<file path="config.mk">
export PLATFORM = sky130hd
export DESIGN_NAME = sus_cell
export DESIGN_NICKNAME = d
export VERILOG_FILES = /design/src/hdl/sus_pkg.sv /design/src/hdl/sus_cell.sv
export SDC_FILE = /design/constraint.sdc
export NUM_CORES = 1
export LEC_CHECK = 0
export BUFFER_PORTS_ARGS = -buffer_cell sky130_fd_sc_hd__buf_2
export CORE_MARGIN = 2
export CORE_UTILIZATION = 40
export CTS_CLUSTER_SIZE = 28
export DETAILED_ROUTE_END_ITERATION = 12
export PLACE_DENSITY = 0.77
export SKIP_LAST_GASP = 1
export SLEW_MARGIN = 0
export SYNTH_ARGS = -nofsm -noshare
export SYNTH_HDL_FRONTEND = slang
export SYNTH_SLANG_ARGS = --single-unit
</file>
<file path="constraint.sdc">
create_clock -name clk -period 3.9 [get_ports clk]
set_input_delay 0.78 -clock clk [delete_from_list [all_inputs] [get_ports clk]]
set_output_delay 0.78 -clock clk [all_outputs]
set_load 0.02 [all_outputs]
</file>
<file path="src/hdl/sus_pkg.sv">
`timescale 1ns / 1ps
`default_nettype none

package sus_pkg;

  // Set size and derived widths.
  localparam int CAPACITY = 32;
  localparam int CNT_W    = $clog2(CAPACITY + 1);
  localparam int COUNT_W  = 6;
  localparam int DATA_W   = 32;

  // Action codes; any code with the high bit set lists the set.
  localparam logic [1:0] ACT_INSERT = 2'd0;
  localparam logic [1:0] ACT_DELETE = 2'd1;

  // Result status codes.
  localparam logic [2:0] ST_INSERTED  = 3'd0;
  localparam logic [2:0] ST_DUPLICATE = 3'd1;
  localparam logic [2:0] ST_DELETED   = 3'd2;
  localparam logic [2:0] ST_NOT_FOUND = 3'd3;
  localparam logic [2:0] ST_FULL      = 3'd4;
  localparam logic [2:0] ST_LISTED    = 3'd5;

  // Operation broadcast to every cell of the chain.
  typedef enum logic [1:0] {
    OP_HOLD,
    OP_INSERT,
    OP_DELETE,
    OP_ROTATE
  } cell_op_t;

  typedef struct packed {
    cell_op_t                  op;
    logic signed [DATA_W-1:0]  key;
  } cell_ctrl_t;

endpackage

`default_nettype wire

</file>
<file path="src/hdl/sus_cell.sv">
`timescale 1ns / 1ps
`default_nettype none

module sus_cell
  import sus_pkg::*;
(
  input  wire logic                      clk,
  input  wire cell_ctrl_t                ctrl,
  input  wire logic                      occupied,
  input  wire logic                      tail,
  input  wire logic                      left_lt,
  input  wire logic signed [DATA_W-1:0]  left_value,
  input  wire logic signed [DATA_W-1:0]  right_value,
  input  wire logic signed [DATA_W-1:0]  head_value,
  output logic signed [DATA_W-1:0]       value,
  output logic                           lt,
  output logic                           eq
);

  // Compare the stored entry against the broadcast key.
  assign lt = occupied && (value < ctrl.key);
  assign eq = occupied && (value == ctrl.key);

  // Insert or delete: cells from the key's slot take key or neighbor.
  always_ff @(posedge clk) begin
    case (ctrl.op)
      OP_INSERT: begin
        if (!lt) begin
          value <= left_lt ? ctrl.key : left_value;
        end
      end
      OP_DELETE: begin
        if (!lt) begin
          value <= right_value;
        end
      end
      OP_ROTATE: begin
        value <= tail ? head_value : right_value;
      end
      default: begin
        value <= value;
      end
    endcase
  end

endmodule

`default_nettype wire

</file>
[Word level (Yosys, flattened, before mapping)]
Cells that the tools add are included.
W data, S select, Z words.
Cells by class
  $lt $le $gt $ge: 1
  equal/unequal tests: 6
  mux-type cells: 5
  reduce and logical (&&, ||, !) cells: 4
Operators by type and width (count)
  $mux W32: 4
  $pmux W32 S3: 1
  $eq A32 B32 Y1: 1
  $lt A32 B32 Y1: 1
  $eq A2 B2 Y1 const B: 2
  $ne A2 B2 Y1 const B: 2
  $reduce_and A3 Y1: 1
  $reduce_bool A3 Y1: 1
  $eq A2 B1 Y1 const B: 1
  $logic_and A1 B1 Y1: 2
Storage, ports and cells
  output and inout bits: 34
  bits in registers: 32
  logic and storage cells: 17

[Longest topological paths before layout]
  depth in word-level cells: 4
  depth in mapped cells: 8
  depth with buffers taken out: 8

[Worst setup path after synthesis]
No wires, ideal clock.
  path type: input to register
  from: input port ctrl[31] (netlist bit)
  to: register value[0] (enable)
  required time: 3.459 ns
  stages: 7
  path buffers: 0
  arrival: 3.821 ns
  slack: -0.361 ns
  path through: inv_1 ha_1 nand4_4 nor4_4 o41a_1 nor3_1 nor4_2
Between the ends
  word-level cells in the longest chain between the ends: 4
  elaborated cells on any way between the ends: 5
  those cells by class: order compare (1); eq/ne (2); reduce/logical (2)
Ends and longest elaborated chain
  start, declared: RTL line sus_cell.sv:8  | input wire cell_ctrl_t ctrl,
  $lt A32 B32 Y1 *: RTL line sus_cell.sv:21  | assign lt = occupied && (value < ctrl.key);
  $logic_and A1 B1 Y1 *: RTL line sus_cell.sv:21
  $ne A2 B2 Y1 (no line)
  $reduce_and A3 Y1 (no line) *
  end signal, assigned: RTL line sus_cell.sv:29  | value <= left_lt ? ctrl.key : left_value;
  end signal, assigned: RTL line sus_cell.sv:34  | value <= right_value;
  end signal, assigned: RTL line sus_cell.sv:38  | value <= tail ? head_value : right_value;
  end, declared: RTL line sus_cell.sv:15  | output logic signed [DATA_W-1:0] value,
Mark *: on every way between the ends. The rest lies on a longest branch, timed or not.
A chain may end at the register's enable or synchronous reset.

[Worst setup path after layout]
  from: input port ctrl[13] (netlist bit)
  to: output port lt
Between the ends
  word-level cells in the longest chain between the ends: 2
Ends and longest elaborated chain
  $lt A32 B32 Y1: RTL line sus_cell.sv:21
  $logic_and A1 B1 Y1: RTL line sus_cell.sv:21
  end, declared: RTL line sus_cell.sv:16  | output logic lt,
Every way passes these cells.

==> run_results.csv <==
group,metric,value,unit
min_path,worst_hold_path_type,"input port to flop",
sta,max_freq,288,MHz
clock_network,cts_setup_buffers,0,
placed_design,hpwl,6070,um
clock_network,cts_tree,"done",
clock_network,ctsHoldBuffers,0,
routing,via_per_inst,5.08,
floorplanning,design.die.area,0.00788,mm^2
placed_design,io_buffer_count,167,
routing,drc,0,
critical_path,r2r_slack,1.02,ns
yosys,ys_seq_elements,32,
clock_network,clk_latency,0.28,ns
outcome,status,"finished clean",
clock_network,clockBufferDepth,2,
routing,postRouteAntennaNets,0,
finish,diodes,0,
flow_run,drv_cap,0,
sta,finalCritPeriodShare,89.0,%
sta,finalHoldViolCount,0,
floorplanning,core-area,0.00687,mm^2
sta,finClkSkew,0.00451,ns
finish,mostFrequentLayoutCell,"buf_2",
floorplanning,start_util,41.8,%
clock_network,cts_root_buffer,"clkbuf_8",
yosys,postSynthAreaPerCell,9.48,um^2
global_route,grt_pass1_wl,11900,um
yosys,synthCells,303,
finish,largest_reg_flops,32,
floorplanning,io_pins,168,
floorplanning,rows,30,
critical_path,crit_type,"input port to output pin",
critical_path,crit_required,3.12,ns
placed_design,gp_congestion,0.733,
critical_path,startpoint_type,"input port",
yosys,seq_area_frac_synth,33.4,%
finish,seqCellArea,961,um^2
sta,finalSetupTns,0,ns
yosys,ys_types,34,
finish,fillers,642,
routing,drt_iter0_drc,73,
power,finalPower,1.21,mW
power,peakVddDrop,127,uV
critical_path,end_kind,"output pin",
critical_path,critical_path.max_fanout,4,
routing,finalWirelength,7770,um
global_route,grt_overflow,0,
clock_network,clk_pin_slew,0.07,ns
clock_network,clock-sinks,32,
sta,setup_viol,0,
global_route,grt_use_total,19.3,%
yosys,synth_area_leader_cell,"edfxtp_1",
sta,slew_headroom,27.8,%
clock_network,cts_resized,0,
finish,multi_input_area,0.00174,mm^2
power,powerDensity,315,mW/mm^2
clock_network,htree_levels,2,
yosys,ys_top_cells_by_area,"edfxtp_1, ha_1, mux2i_1, a211oi_1, a21oi_1",
finish,top_regs,"value x32",
yosys,netlist.area_leader.share,33.4,%
critical_path,cp.arrival,2.69,ns
yosys,syn-num-nets,469,
floorplanning,die_h,88.7,um
sta,period_minus_slack,3.47,ns
clock_network,cts-buffers-inserted,5,
finish,mostFrequentLayoutCells,"buf_2, a21oi_1, nor2b_1, a211oi_1",
power,p_leak,1.99,nW
floorplanning,die_width,88.7,um
global_route,antenna_found_initial,1,
finish,fin_nets,628,
yosys,syn_area,0.00287,mm^2
finish,top_register,"value",
routing,num_vias,2824,
global_route,grt_pass1_vias,2654,
finish,area_growth,34.3,%
sta,worstMarginPinSlew,1.08,ns
routing,wire_per_inst,14.0,um
sta,rsz0062_at_grt,"false",
global_route,grt_max_degree,67,
yosys,ys_warn_count,0,
finish,layout-drive-gt1-share,39.6,%
routing,dr.pass1.iters,4,
sta,finalMaxSlewViolations,0,
[synth_stat cells, drive strengths merged]
cell and number:
and4 2, nor4 3, a221oi 1, o21a 1, o21ai 4, and3 1
a211oi 33, nor3 4, nand2 9, o211ai 2, o41a 1, nand4 6
nor2b 33, mux2i 32, a21boi 1, or3 1, a21o 1, a21oi 45
clkbuf 9, nand3 2, edfxtp 32, nor2 5, inv 32, ha 32
o211a 1, buf 8, nand3b 2
[worst max-delay path, stage by stage]
cell and delay [ns]:
buf_2 0.09, inv_1 0.04, ha_1 0.29, nand4_1 0.18
nor4_1 0.10, a21boi_1 0.14, o41a_1 0.41, or3_1 0.31
and3_1 0.19, buf_2 0.16
[path summary, 6_finish.rpt]
check,startpoint,to,cells after the start
setup reg to reg,value[13]$_DFFE_PP_,value[9]$_DFFE_PP_,8
hold reg to reg,value[31]$_DFFE_PP_,value[1]$_DFFE_PP_,6
setup / recovery,ctrl[13],lt,10
hold / removal,ctrl[24],value[24]$_DFFE_PP_,3
[kinds of logic (layout without fill, tap and decap cells)]
group	count (synthesis)	count (layout)	synth area share, %
AOI/OAI and AO/OA	90	90	19.9
adders and majority gates	32	32	13.9
buffers and inverters	49	206	6.45
DFF	32	32	33.4
muxes	32	32	11.1
and+or+nand+nor	68	68	15.1
[final cells by class]
cell class,count,share of cell area (%)
multi-input cells,222,45.0
flip-flops and latches,32,24.9
repair buffers,169,22.0
inverters,32,3.11
well taps,96,3.11
clock buffers,5,1.78
[power breakdown]
group | total, mW | internal (mW) | switching [mW]
Clock | 0.235 | 0.115 | 0.120
Combinational | 0.493 | 0.203 | 0.290
Sequential | 0.486 | 0.456 | 0.0301
[layer usage]
metal  vias to the layer above  GRT usage, %  wire, um
li1                       1445             -         -
met3                         8          4.66       528
met4                         0          4.41        75
met5                         -             0         0
met1                      1275          23.5      3350
met2                        96          34.4      3820
[per-stage QoR]
stage / setup WS (ns) / instance area (um^2) / hold WS [ns] / utilization [%] / cells
6_report: 0.428 / 3860 / 0.863 / 56.2 / 556
5_1_grt: 0.178 / 3860 / 0.876 / 56.2 / 556
4_1_cts: 0.405 / 3860 / 0.856 / 56.2 / 556
3_5_place_dp: 0.409 / 3790 / 1.15 / 55.2 / 551
3_3_place_gp: 0.451 / 3790 / 1.14 / 55.2 / 551
2_1_floorplan: 0.366 / 2880 / 1.03 / - / 303
No activity file was read; power rests on OpenSTA's default activity.
